<file path="config.mk">
export PLATFORM = sky130hd
export DESIGN_NAME = ppp_async_frame_receive_flat
export DESIGN_NICKNAME = d
export VERILOG_FILES = /design/src/design/ppp_afr_pkg.sv /design/src/design/ppp_afr_if.sv /design/src/design/ppp_afr_in_reg.sv /design/src/design/ppp_afr_core.sv /design/src/design/ppp_afr_out_reg.sv /design/src/design/ppp_async_frame_receive.sv /design/src/flat_wrapper.sv
export VERILOG_INCLUDE_DIRS = /design/src /design/src/design
export SDC_FILE = /design/constraint.sdc
export NUM_CORES = 1
export LEC_CHECK = 0
export ABC_CLOCK_PERIOD_IN_PS = 11320
export BUFFER_PORTS_ARGS = -buffer_cell sky130_fd_sc_hd__buf_2
export CAP_MARGIN = 10
export CORE_ASPECT_RATIO = 0.7
export CORE_MARGIN = 2
export CORE_UTILIZATION = 63
export CTS_CLUSTER_DIAMETER = 150
export DETAILED_ROUTE_END_ITERATION = 7
export HOLD_SLACK_MARGIN = 0.15
export PLACE_DENSITY = 0.81
export SLEW_MARGIN = 40
export SYNTH_ARGS = -nofsm -noshare
export SYNTH_HDL_FRONTEND = slang
export SYNTH_SLANG_ARGS = --single-unit
</file>
<file path="constraint.sdc">
create_clock -name clk -period 11.32 [get_ports clk]
set_clock_uncertainty 0.15 [all_clocks]
set_input_delay 1.132 -clock clk [delete_from_list [all_inputs] [get_ports clk]]
set_output_delay 1.132 -clock clk [all_outputs]
set_load 0.05 [all_outputs]
</file>
<file path="src/design/ppp_async_frame_receive_defines.svh">
// ----------------------------------------------------------------------------
// PPP async frame receive assertion macros
// Shared concurrent assertion forms, clocked on clk, disabled in reset.
// ----------------------------------------------------------------------------
`ifndef PPP_ASYNC_FRAME_RECEIVE_DEFINES_SVH
`define PPP_ASYNC_FRAME_RECEIVE_DEFINES_SVH

// antecedent implies consequent in the same cycle
`define PAFR_ASSERT_IMPLIES(label, clk, rst_n, ante, cons, msg) \
    label: assert property (@(posedge clk) disable iff (!rst_n) (ante) |-> (cons)) \
        else $error(msg);

// antecedent implies consequent in the next cycle
`define PAFR_ASSERT_NEXT(label, clk, rst_n, ante, cons, msg) \
    label: assert property (@(posedge clk) disable iff (!rst_n) (ante) |=> (cons)) \
        else $error(msg);

`endif

</file>
<file path="src/design/ppp_afr_pkg.sv">
// ----------------------------------------------------------------------------
// PPP async frame receive package
// Byte codes, status codes, register indexes, result types and FCS-16 update.
// ----------------------------------------------------------------------------
`default_nettype none

package ppp_afr_pkg;

    localparam logic [7:0]  FLAG_BYTE = 8'h7e;
    localparam logic [7:0]  ESC_BYTE  = 8'h7d;
    localparam logic [7:0]  ESC_XOR   = 8'h20;
    localparam logic [15:0] FCS_INIT  = 16'hffff;
    localparam logic [15:0] FCS_POLY  = 16'h8408;
    localparam logic [15:0] FCS_GOOD  = 16'hf0b8;

    localparam logic [1:0]  STATUS_GOOD    = 2'd0;
    localparam logic [1:0]  STATUS_FCS_ERR = 2'd1;
    localparam logic [1:0]  STATUS_BAD     = 2'd2;

    localparam int          CFG_INDEX_W    = 2;
    localparam logic [1:0]  CFG_RX_MAP     = 2'd0;
    localparam logic [1:0]  CFG_MAX_LEN    = 2'd1;
    localparam logic [15:0] MAX_LEN_RESET  = 16'd1500;

    typedef struct packed {
        logic        is_end;
        logic [7:0]  data_byte;
        logic [1:0]  frame_status;
        logic [15:0] frame_length;
    } result_t;

    typedef struct packed {
        logic    valid;
        result_t res;
    } core_res_t;

    // one byte of the reflected CRC-16, LSB first
    function automatic logic [15:0] fcs16_update(input logic [15:0] fcs,
                                                 input logic [7:0]  b);
        logic [15:0] v;
        v = fcs ^ {8'h00, b};
        for (int i = 0; i < 8; i++)
        begin
            if (v[0])
                v = (v >> 1) ^ FCS_POLY;
            else
                v = v >> 1;
        end
        return v;
    endfunction

endpackage

`default_nettype wire

</file>
<file path="src/design/ppp_afr_if.sv">
// ----------------------------------------------------------------------------
// PPP async frame receive channel interfaces
// Line byte channel and deframed result channel, valid/ready handshake.
// ----------------------------------------------------------------------------
`default_nettype none

interface ppp_afr_rx_if;
    logic       valid;
    logic       ready;
    logic [7:0] rx_byte;

    modport source (output valid, output rx_byte, input ready);
    modport sink   (input valid, input rx_byte, output ready);
endinterface

interface ppp_afr_res_if;
    logic        valid;
    logic        ready;
    logic        is_end;
    logic [7:0]  data_byte;
    logic [1:0]  frame_status;
    logic [15:0] frame_length;

    modport source (output valid, output is_end, output data_byte,
                    output frame_status, output frame_length, input ready);
    modport sink   (input valid, input is_end, input data_byte,
                    input frame_status, input frame_length, output ready);
endinterface

`default_nettype wire

</file>
<file path="src/design/ppp_afr_in_reg.sv">
// ----------------------------------------------------------------------------
// PPP async frame receive input register
// Holds one accepted line byte until the deframer consumes it.
// ----------------------------------------------------------------------------
`default_nettype none

module ppp_afr_in_reg
(
    input  wire logic       clk,
    input  wire logic       rst_n,
    ppp_afr_rx_if.sink      rx_in,
    input  wire logic       advance,
    output logic            s1_valid,
    output logic [7:0]      s1_byte
);

    logic       valid_reg;
    logic       valid_next;
    logic [7:0] byte_reg;

    assign rx_in.ready = !valid_reg || advance;
    assign s1_valid    = valid_reg;
    assign s1_byte     = byte_reg;

    always_comb
    begin
        valid_next = valid_reg;
        if (rx_in.ready)
            valid_next = rx_in.valid;
    end

    always_ff @(posedge clk or negedge rst_n)
    begin
        if (!rst_n)
            valid_reg <= 1'b0;
        else
            valid_reg <= valid_next;
    end

    always_ff @(posedge clk)
    begin
        if (rx_in.valid && rx_in.ready)
            byte_reg <= rx_in.rx_byte;
    end

endmodule

`default_nettype wire

</file>
<file path="src/design/ppp_afr_core.sv">
// ----------------------------------------------------------------------------
// PPP async frame receive deframer core
// Frame state, unescape, control-map filter, length limit and FCS-16 check.
// ----------------------------------------------------------------------------
`default_nettype none

module ppp_afr_core
(
    input  wire logic                         clk,
    input  wire logic                         rst_n,
    input  wire logic                         cfg_we,
    input  wire logic [1:0]                   cfg_index,
    input  wire logic [31:0]                  cfg_wdata,
    input  wire logic                         s1_valid,
    input  wire logic [7:0]                   s1_byte,
    input  wire logic                         advance,
    output ppp_afr_pkg::core_res_t            core_res
);

    import ppp_afr_pkg::*;

    logic [31:0] rx_map_reg;
    logic [15:0] max_len_reg;

    logic        in_frame_reg,  in_frame_next;
    logic        esc_reg,       esc_next;
    logic        bad_reg,       bad_next;
    logic [15:0] fcs_reg,       fcs_next;
    logic [15:0] count_reg,     count_next;

    // state as seen after a possible frame open
    logic        esc_eff;
    logic        bad_eff;
    logic [15:0] fcs_eff;
    logic [15:0] count_eff;
    logic [7:0]  ub;

    always_comb
    begin
        in_frame_next = in_frame_reg;
        esc_next      = esc_reg;
        bad_next      = bad_reg;
        fcs_next      = fcs_reg;
        count_next    = count_reg;
        core_res      = '0;

        esc_eff   = in_frame_reg ? esc_reg   : 1'b0;
        bad_eff   = in_frame_reg ? bad_reg   : 1'b0;
        fcs_eff   = in_frame_reg ? fcs_reg   : FCS_INIT;
        count_eff = in_frame_reg ? count_reg : 16'd0;
        ub        = esc_eff ? (s1_byte ^ ESC_XOR) : s1_byte;

        if (s1_byte == FLAG_BYTE)
        begin
            if (in_frame_reg)
            begin
                core_res.valid            = 1'b1;
                core_res.res.is_end       = 1'b1;
                core_res.res.frame_length = count_reg;
                if (bad_reg || esc_reg)
                    core_res.res.frame_status = STATUS_BAD;
                else if (fcs_reg == FCS_GOOD)
                    core_res.res.frame_status = STATUS_GOOD;
                else
                    core_res.res.frame_status = STATUS_FCS_ERR;
                in_frame_next = 1'b0;
                esc_next      = 1'b0;
                bad_next      = bad_reg || esc_reg;
            end
        end
        else
        begin
            in_frame_next = 1'b1;
            esc_next      = esc_eff;
            bad_next      = bad_eff;
            fcs_next      = fcs_eff;
            count_next    = count_eff;
            if (!bad_eff)
            begin
                if (s1_byte == ESC_BYTE)
                    esc_next = 1'b1;
                else if (!(s1_byte < 8'h20 && rx_map_reg[s1_byte[4:0]]))
                begin
                    esc_next = 1'b0;
                    if (count_eff >= max_len_reg)
                        bad_next = 1'b1;
                    else
                    begin
                        count_next              = count_eff + 16'd1;
                        fcs_next                = fcs16_update(fcs_eff, ub);
                        core_res.valid          = 1'b1;
                        core_res.res.data_byte  = ub;
                    end
                end
            end
        end

        if (!s1_valid)
            core_res.valid = 1'b0;
    end

    always_ff @(posedge clk or negedge rst_n)
    begin
        if (!rst_n)
        begin
            in_frame_reg <= 1'b0;
            esc_reg      <= 1'b0;
            bad_reg      <= 1'b0;
            fcs_reg      <= FCS_INIT;
            count_reg    <= 16'd0;
        end
        else if (advance)
        begin
            in_frame_reg <= in_frame_next;
            esc_reg      <= esc_next;
            bad_reg      <= bad_next;
            fcs_reg      <= fcs_next;
            count_reg    <= count_next;
        end
    end

    always_ff @(posedge clk or negedge rst_n)
    begin
        if (!rst_n)
        begin
            rx_map_reg  <= 32'd0;
            max_len_reg <= MAX_LEN_RESET;
        end
        else if (cfg_we)
        begin
            case (cfg_index)
                CFG_RX_MAP:  rx_map_reg  <= cfg_wdata;
                CFG_MAX_LEN: max_len_reg <= cfg_wdata[15:0];
                default:     ;
            endcase
        end
    end

endmodule

`default_nettype wire

</file>
<file path="src/design/ppp_afr_out_reg.sv">
// ----------------------------------------------------------------------------
// PPP async frame receive output register
// Holds one result item until the downstream side takes it.
// ----------------------------------------------------------------------------
`default_nettype none

module ppp_afr_out_reg
(
    input  wire logic                         clk,
    input  wire logic                         rst_n,
    input  wire ppp_afr_pkg::core_res_t       core_res,
    input  wire logic                         advance,
    output logic                              out_busy,
    ppp_afr_res_if.source                     res_out
);

    import ppp_afr_pkg::*;

    logic    valid_reg;
    logic    valid_next;
    result_t res_reg;
    logic    load;

    assign load     = advance && core_res.valid;
    assign out_busy = valid_reg && !res_out.ready;

    assign res_out.valid        = valid_reg;
    assign res_out.is_end       = res_reg.is_end;
    assign res_out.data_byte    = res_reg.data_byte;
    assign res_out.frame_status = res_reg.frame_status;
    assign res_out.frame_length = res_reg.frame_length;

    always_comb
    begin
        valid_next = valid_reg;
        if (load)
            valid_next = 1'b1;
        else if (res_out.ready)
            valid_next = 1'b0;
    end

    always_ff @(posedge clk or negedge rst_n)
    begin
        if (!rst_n)
            valid_reg <= 1'b0;
        else
            valid_reg <= valid_next;
    end

    always_ff @(posedge clk)
    begin
        if (load)
            res_reg <= core_res.res;
    end

endmodule

`default_nettype wire

</file>
<file path="src/design/ppp_async_frame_receive.sv">
// ----------------------------------------------------------------------------
// PPP async frame receive
// RFC 1662 async HDLC-like deframer with FCS-16 check.
// ----------------------------------------------------------------------------
// rx_in carries raw line bytes; res_out carries one result per delivered
// data byte (is_end 0) and one status result per closed frame (is_end 1,
// with frame_status and frame_length). Flags, escapes, mapped control
// bytes and bytes of a bad frame produce no result.
// A byte accepted into the input register is decoded by the core there,
// and its result is loaded into the output register, which drives res_out.
// Throughput: one byte per cycle while rx_in.ready is high; the single-pass
// decode and 8-step FCS update sit between the input and output registers.
// When res_out stalls, the output register holds its result; the input
// register still takes a byte and the core keeps consuming bytes that
// make no result. rx_in.ready drops only when a byte with a result waits
// behind a full output register.
// Reset clears frame state, FCS to 0xffff, receive map to 0 and the
// length limit to 1500. Configuration writes only while idle.
// ----------------------------------------------------------------------------
`default_nettype none

module ppp_async_frame_receive
(
    input  wire logic        clk,
    input  wire logic        rst_n,
    ppp_afr_rx_if.sink       rx_in,
    ppp_afr_res_if.source    res_out,
    input  wire logic        cfg_we,
    input  wire logic [1:0]  cfg_index,
    input  wire logic [31:0] cfg_wdata
);

    import ppp_afr_pkg::*;

    `include "ppp_async_frame_receive_defines.svh"

    logic       s1_valid;
    logic [7:0] s1_byte;
    logic       advance;
    logic       out_busy;
    core_res_t  core_res;

    assign advance = s1_valid && (!core_res.valid || !out_busy);

    ppp_afr_in_reg u_in_reg
    (
        .clk      (clk),
        .rst_n    (rst_n),
        .rx_in    (rx_in),
        .advance  (advance),
        .s1_valid (s1_valid),
        .s1_byte  (s1_byte)
    );

    ppp_afr_core u_core
    (
        .clk       (clk),
        .rst_n     (rst_n),
        .cfg_we    (cfg_we),
        .cfg_index (cfg_index),
        .cfg_wdata (cfg_wdata),
        .s1_valid  (s1_valid),
        .s1_byte   (s1_byte),
        .advance   (advance),
        .core_res  (core_res)
    );

    ppp_afr_out_reg u_out_reg
    (
        .clk      (clk),
        .rst_n    (rst_n),
        .core_res (core_res),
        .advance  (advance),
        .out_busy (out_busy),
        .res_out  (res_out)
    );

    `PAFR_ASSERT_IMPLIES(a_end_fields, clk, rst_n,
        res_out.valid && res_out.is_end,
        res_out.data_byte == 8'd0 && res_out.frame_status != 2'd3,
        "end result with data byte or bad status code")

    `PAFR_ASSERT_IMPLIES(a_data_fields, clk, rst_n,
        res_out.valid && !res_out.is_end,
        res_out.frame_status == STATUS_GOOD && res_out.frame_length == 16'd0,
        "data result with status or length set")

    `PAFR_ASSERT_NEXT(a_no_drop, clk, rst_n,
        s1_valid && core_res.valid && out_busy,
        s1_valid && $stable(s1_byte),
        "pending byte lost while output stalled")

    `PAFR_ASSERT_IMPLIES(a_ready_path, clk, rst_n,
        !rx_in.ready,
        s1_valid && core_res.valid && out_busy,
        "input stalled without a blocked result")

endmodule

`default_nettype wire

</file>
<file path="src/flat_wrapper.sv">
// flat-port wrapper written by rule: the top's interface ports become plain ports
module ppp_async_frame_receive_flat import ppp_afr_pkg::*;
  (clk, rst_n, cfg_we, cfg_index, cfg_wdata, rx_in_valid, rx_in_rx_byte, rx_in_ready, res_out_valid, res_out_is_end, res_out_data_byte, res_out_frame_status, res_out_frame_length, res_out_ready);
  ppp_afr_rx_if rx_in_i ();
  ppp_afr_res_if res_out_i ();
  input  wire logic clk;
  input  wire logic rst_n;
  input  wire logic cfg_we;
  input  wire logic [1:0] cfg_index;
  input  wire logic [31:0] cfg_wdata;
  input wire logic [$bits(rx_in_i.valid)-1:0] rx_in_valid;
  input wire logic [$bits(rx_in_i.rx_byte)-1:0] rx_in_rx_byte;
  output wire logic [$bits(rx_in_i.ready)-1:0] rx_in_ready;
  output wire logic [$bits(res_out_i.valid)-1:0] res_out_valid;
  output wire logic [$bits(res_out_i.is_end)-1:0] res_out_is_end;
  output wire logic [$bits(res_out_i.data_byte)-1:0] res_out_data_byte;
  output wire logic [$bits(res_out_i.frame_status)-1:0] res_out_frame_status;
  output wire logic [$bits(res_out_i.frame_length)-1:0] res_out_frame_length;
  input wire logic [$bits(res_out_i.ready)-1:0] res_out_ready;
  assign rx_in_i.valid = rx_in_valid;
  assign rx_in_i.rx_byte = rx_in_rx_byte;
  assign rx_in_ready = rx_in_i.ready;
  assign res_out_valid = res_out_i.valid;
  assign res_out_is_end = res_out_i.is_end;
  assign res_out_data_byte = res_out_i.data_byte;
  assign res_out_frame_status = res_out_i.frame_status;
  assign res_out_frame_length = res_out_i.frame_length;
  assign res_out_i.ready = res_out_ready;
  ppp_async_frame_receive u_core (.clk(clk), .rst_n(rst_n), .rx_in(rx_in_i), .res_out(res_out_i), .cfg_we(cfg_we), .cfg_index(cfg_index), .cfg_wdata(cfg_wdata));
endmodule
</file>
* After elaboration in Yosys (flattened, before gate mapping)
Cells that the tools add are included.
** Storage, ports and cells
- ROM bits :: 0
- Latch bits :: 0
- Register bits after elaboration :: 120
- Bits of input ports :: 47
- Output and inout bits :: 29
- Word-level logic and storage cells :: 138
- Memories :: 0
- RAM bits :: 0
** Cells by class
- Mux-type cells :: 81
- Bitwise logic cells :: 12
- Add/subtract/negate cells :: 1
- Multipliers :: 0
- Magnitude comparators :: 3
- Reduce and logical (&&, ||, !) cells :: 21
- Div/mod/pow operators :: 0
- Equality and inequality tests :: 5
- Shifts and indexed selects :: 0
** Operators with widths (count)
- 16-bit 2-to-1 mux :: 53
- 1-bit 2-to-1 mux :: 24
- 2-bit NOT with 3-bit output :: 8
- 16-bit by 1-bit adder with 16-bit output, second input constant :: 1
- 16-bit == test, second input constant :: 1
- 8-bit by 7-bit == test with 1-bit output, second input constant :: 2
- 16-bit greater-or-equal comparator :: 1
- 16-bit by 8-bit XOR with 16-bit output :: 1
- 2-bit AND reduction :: 5
- 8-bit by 6-bit less-than comparator with 1-bit output, second input constant :: 1
- 5-bit by 6-bit less-than comparator with 1-bit output, second input constant :: 1
- 6-bit 2-to-1 mux :: 1
- 1-bit binary-select mux with 5-bit select :: 1
- 1-bit logical AND :: 5
- 5-bit OR reduction :: 1
- 1-bit logical NOT :: 4
- 2-bit 2-to-1 mux :: 2
- 1-bit logical OR :: 3
- 1-bit NOT :: 3
- 3-bit OR reduction :: 1
- 2-bit by 1-bit == test with 1-bit output, second input constant :: 1
- 2-bit logical NOT :: 1
- 2-bit != test, second input constant :: 1
- 2-bit nonzero test :: 1

* Depth between registers and ports, before layout
- Word-level depth :: 58
- Gate-level depth with buffers :: 15
- Mapped depth without buffers :: 10

* Modules after synthesis
Synthesis repeated with hierarchy kept, for this count alone.
** Second synthesis, totals
- Cells, all modules :: 528
- Area total of the unflattened synthesis :: 6195.9 um^2
** Modules (own cells, without submodules)
- ppp_afr_core :: cells each 484, times used 1, area each 5033.6 um^2
- ppp_afr_out_reg :: cells each 31, times used 1, area each 857.1 um^2
- ppp_afr_in_reg :: cells each 12, times used 1, area each 294.0 um^2
- ppp_async_frame_receive :: cells each 1, times used 1, area each 11.3 um^2

* Worst setup path after synthesis
Ideal clock, no wire load.
- Path type :: register -> register
- Start point :: register u_core.u_core.in_frame_reg
- End point :: register u_core.u_out_reg.res_reg (netlist bit u_core.u_out_reg.res_out.data_byte[0]) (enable)
- Stages on the path, launching flop included :: 13
- Arrival :: 4450 ps
- Setup time :: 411 ps
- Period minus slack after synthesis :: 5011 ps
- Path buffers :: 3
- Path slack :: 6309 ps
- Required time :: 10759 ps
- Cell sequence :: dfrtp_1 clkbuf_1 clkbuf_1 clkbuf_1 nand2_1 ha_1 nand2b_1 a2111oi_0 or4_1 o211ai_1 nor4b_2 o21ai_1 nor2_1
** On the way
- Longest elaborated chain between the ends :: 12
** RTL lines
- start, declared :: line ppp_afr_core.sv:25 : logic in_frame_reg, in_frame_next;
- start signal, assigned :: line ppp_afr_core.sv:114 : in_frame_reg <= in_frame_next;
- 16-bit 2-to-1 mux :: line ppp_afr_core.sv:50 : count_eff = in_frame_reg ? count_reg : 16'd0;
- 16-bit greater-or-equal comparator :: line ppp_afr_core.sv:85 : if (count_eff >= max_len_reg)
- 1-bit 2-to-1 mux :: line ppp_afr_core.sv:85
- 1-bit 2-to-1 mux :: line ppp_afr_core.sv:82 : else if (!(s1_byte < 8'h20 && rx_map_reg[s1_byte[4:0]]))
- 1-bit 2-to-1 mux :: line ppp_afr_core.sv:80 : if (s1_byte == ESC_BYTE)
- 1-bit 2-to-1 mux :: line ppp_afr_core.sv:78 : if (!bad_eff)
- 1-bit 2-to-1 mux (*) :: line ppp_afr_core.sv:53 : if (s1_byte == FLAG_BYTE)
- 1-bit 2-to-1 mux (*) :: line ppp_afr_core.sv:98 : if (!s1_valid)
- 1-bit logical NOT :: line ppp_async_frame_receive.sv:43 : assign advance = s1_valid && (!core_res.valid || !out_busy);
- 1-bit logical OR :: line ppp_async_frame_receive.sv:43
- 1-bit logical AND :: line ppp_async_frame_receive.sv:43
- 1-bit logical AND (*) :: line ppp_afr_out_reg.sv:24 : assign load = advance && core_res.valid;
- net u_core.u_out_reg.load :: line ppp_afr_out_reg.sv:22 : logic load;
- end signal, assigned :: line ppp_afr_out_reg.sv:53 : res_reg <= core_res.res;
- end, declared :: line ppp_afr_out_reg.sv:21 : result_t res_reg;
The timed path passes the listed nets; every way through them passes the cells marked *.
A chain may end at the register's enable or synchronous reset.

* Worst setup path after layout
- Start point :: register u_core.u_core.in_frame_reg
- End point :: output rx_in_ready
** On the way
- Longest elaborated chain between the ends :: 12
** RTL lines
- 16-bit 2-to-1 mux :: line ppp_afr_core.sv:50
- 16-bit greater-or-equal comparator :: line ppp_afr_core.sv:85
- 1-bit 2-to-1 mux :: line ppp_afr_core.sv:85
- 1-bit 2-to-1 mux :: line ppp_afr_core.sv:82
- 1-bit 2-to-1 mux :: line ppp_afr_core.sv:80
- 1-bit 2-to-1 mux :: line ppp_afr_core.sv:78
- 1-bit 2-to-1 mux (*) :: line ppp_afr_core.sv:53
- 1-bit 2-to-1 mux (*) :: line ppp_afr_core.sv:98
- 1-bit logical NOT (*) :: line ppp_async_frame_receive.sv:43
- 1-bit logical OR (*) :: line ppp_async_frame_receive.sv:43
- 1-bit logical AND (*) :: line ppp_async_frame_receive.sv:43
- 1-bit logical OR (*) :: line ppp_afr_in_reg.sv:21 : assign rx_in.ready = !valid_reg || advance;
- end, declared :: line flat_wrapper.sv:13 : output wire logic [$bits(rx_in_i.ready)-1:0] rx_in_ready;
Every way passes the cells marked *; elsewhere a longest branch is shown, timed or not.

==> out/qor.log <==
INFO  run_status     outcome=completed
INFO  grt            antenna_found_initial=0
INFO  timing         worst_slew_margin_rel=0.4911
INFO  placed_design  place.detailed.hpwl=10.98mm
INFO  worst_setup_path worstSetupPathType=reg -> out
INFO  clock_network  inserted_clock_buffers=17
INFO  logic_synthesis synth-edff-count=35
INFO  finish         finalCoreUtilization=0.7646
INFO  logic_synthesis synth.largest_area_cell=dfrtp_1
INFO  timing         finalHoldViolations=0
INFO  finish         n_antenna_cell=0
INFO  logic_synthesis netlist-cell-type-count=74
INFO  logic_synthesis post_synth_instance_area=6339squm
INFO  timing         fmax=0.1821GHz
INFO  worst_setup_path arrival_time_worst_endpoint=4210ps
INFO  logic_synthesis ys_async_sr_fraction=0.7083
INFO  logic_synthesis synth-warning-count=0
INFO  worst_setup_path worstSetupStartpointType=flop
INFO  route          finalWirelength=15.94mm
INFO  route          number_of_nets_with_antenna_violations_after_routing=0
INFO  clock_network  tritoncts=done
INFO  clock_network  worst_skew_pair.late_latency=420ps
INFO  route          vias=4761
INFO  logic_synthesis dominantRegCellSynth=dfrtp_1
INFO  worst_setup_path timing.critical_path.to_type=output pin
INFO  clock_network  cts.reportedPaths.clkPinSlew=60ps
INFO  grt            total_track_usage=0.3212
INFO  finish         drive_gt1_frac=0.3471
INFO  timing         setup_total_negative_slack=0ps
INFO  timing         period_needed=5492ps
INFO  route          drcViolationCount=0
INFO  finish         nNetsFinal=681
INFO  grt            pin_count_of_the_biggest_net_entering_global_routing=58
INFO  grt            grt_pass1_vias=4814
INFO  route          number_of_vias_per_cell=6.273
INFO  floorplanning  die-width=123.9microns
INFO  timing         setup-violations-final=0
INFO  route          drt_first_pass_iters=5
INFO  min_path       hp-class=reg -> reg
INFO  floorplanning  floorplan.die.height=87.92microns
INFO  route          routed_wire_length_per_instance=21.00microns
INFO  floorplanning  initial_core_util=0.6520
INFO  grt            grt_first_pass_wirelength=25.70mm
INFO  grt            groute.layer.met2.usage=0.4835
INFO  grt            grt_remaining_overflow=0
INFO  power          design_power_total=2.002mW
INFO  logic_synthesis netlist_instances=541
INFO  clock_network  postCtsResizedCells=0
INFO  grt            grt.met3_usage=0.07878
INFO  clock_network  clkSinkCount=120
INFO  floorplanning  dieArea=10890squm
INFO  timing         grt_setup_unrepaired=no
INFO  route          initialDrtViolationCount=460
INFO  run            max-cap-violations=0
INFO  timing         timing.final.crit_share=0.4852
INFO  worst_setup_path critPathRequiredTime=10040ps
INFO  grt            gr-usage-met1=0.4668
INFO  timing         max_slew.worst_pin.slew=763.4ps
INFO  logic_synthesis synth_sequential_area_ratio=0.5059
INFO  clock_network  clk_path_buf_depth=2
INFO  clock_network  hold_buffer_count_at_cts=0
INFO  worst_setup_path timing.critical_path.fanout_max=42
INFO  timing         final-max-slew-violation-count=0
INFO  floorplanning  design.portCount=76
INFO  floorplanning  coreArea=9722squm
INFO  grt            grt_busiest_layer=met2
INFO  logic_synthesis yosys_register_bits=120
INFO  power          vdd_ir_drop_max=155.8uV
INFO  finish         largest_register_ffs=32
INFO  clock_network  htreeDepth=4
INFO  clock_network  cts_root_buffer_type=clkbuf_16
INFO  logic_synthesis yosysTopAreaCellShare=0.2448
INFO  logic_synthesis yosys-top-cells-area=dfrtp_1 24%, edfxtp_1 17%, dfstp_2 9.5%
INFO  logic_synthesis postSynthNetCount=604
INFO  logic_synthesis synth_area_per_cell=11.72squm
INFO  finish         areaGrowthSynthToFinish=17.27%
INFO  power          p_leak=3.105nW
INFO  floorplanning  row_count=30
INFO  placed_design  gp_routability_congestion=0.9413
INFO  placed_design  place.port_buffers=75
INFO  clock_network  cts_setup_buffers=0
INFO  power          p_per_area=269.3nW/um^2
==> power by group <==
group,switching (mW),total [mW],internal (mW)
registers,0.114,0.710,0.597
clock network,0.202,0.546,0.344
logic,0.460,0.746,0.285
==> cell usage in the layout, fill, tap and decap left out, types with 4 or more instances in the layout <==
master / count
buf_2: 74
dfrtp_1: 62
mux2_2: 50
nand2_1: 44
nor2_1: 38
edfxtp_1: 35
inv_1: 29
xnor2_1: 24
dfstp_2: 23
and2_1: 19
clkbuf_16: 18
ha_1: 16
nand3_1: 12
a21oi_1: 9
nor3_1: 9
a2bb2oi_2: 9
buf_4: 9
nand2b_1: 8
o21ai_0: 8
or3_1: 7
nand4_1: 7
mux4_2: 7
o31ai_1: 7
o21ai_1: 6
a2bb2oi_1: 5
o211ai_1: 4
nor4_1: 4
mux2i_1: 4
xor2_1: 4
clkinvlp_4: 4
==> metrics by stage <==
stage | worst slack (ps) | instance area, sq um | instances | hold slack, ps
after floorplan | 6309 | 6339 | 541 | 325.2
after global placement | 6585 | 6810 | 725 | 335.7
after detailed placement | 6410 | 6810 | 725 | 346.7
after CTS | 5941 | 7415 | 757 | 359.1
after global routing | 5613 | 7433 | 759 | 377.5
final | 5828 | 7433 | 759 | 358.8
==> cell type report <==
class / count / area (sq um)
inverters: 29 / 108.9
clock inverters: 13 / 140.1
repair buffers: 84 / 449.2
flip-flops and latches: 120 / 3207
clock buffers: 19 / 464.2
multi-input cells: 366 / 2904
well taps: 128 / 160.2
fillers: 634 / 2288
==> synth_stat cells, drive strengths merged (7+ instances only) <==
cell and instances:
or3 8, a2bb2oi 14, dfrtp 62, buf 9, nand2b 9, nor2 40, edfxtp 35, inv 29
mux4 7, nor3 10, ha 16, nand2 44, and2 20, dfstp 23, o31ai 8, xnor2 24
o21ai 14, nand3 12, a21oi 10, mux2 51, clkbuf 17, nand4 7
==> path summary, 6_finish.rpt <==
path / from / endpoint / slack (ps) / depth (start not counted)
setup reg to reg: u_core.u_core.in_frame_reg / u_core.u_out_reg.res_out.is_end / 7030 / 12
setup / recovery: u_core.u_core.in_frame_reg / rx_in_ready / 5830 / 12
hold reg to reg: u_core.u_core.max_len_reg[14] / u_core.u_core.max_len_reg[14] / 360 / 1
max in group asynchronous: rst_n / u_core.u_core.max_len_reg[9] / 9490 / 2
hold / removal: u_core.u_core.max_len_reg[14] / u_core.u_core.max_len_reg[14] / 360 / 1
min in group asynchronous: rst_n / u_core.u_core.rx_map_reg[22] / 480 / 1
==> cells by family after synthesis <==
group / after synthesis / share of synthesized area
AOI/OAI and AO/OA: 87 / 0.1212
DFF: 120 / 0.5059
buffers and inverters: 55 / 0.03711
adders and majority gates: 16 / 0.03158
and+or+nand+nor: 173 / 0.1437
xor gates and xnor gates: 28 / 0.03869
muxes: 62 / 0.1218
==> critical path, stage by stage (launching register included) <==
cell and delay (ps):
dfrtp_1 340, buf_4 380, nand2_1 190, ha_1 320, nand2b_1 130, a2111oi_0 430, or4_1 220, o211ai_1 90
buf_4 200, nor4b_2 650, o21ai_1 280, or2_1 310, buf_2 220
==> routing by layer <==
metal | part of all wire | vias up
met1 | 0.45 | 2371
met4 | 0.012 | 0
met2 | 0.45 | 248
met3 | 0.087 | 17
met5 | 0 | -
li1 | - | 2125
Power figures use the tool's default switching activity.
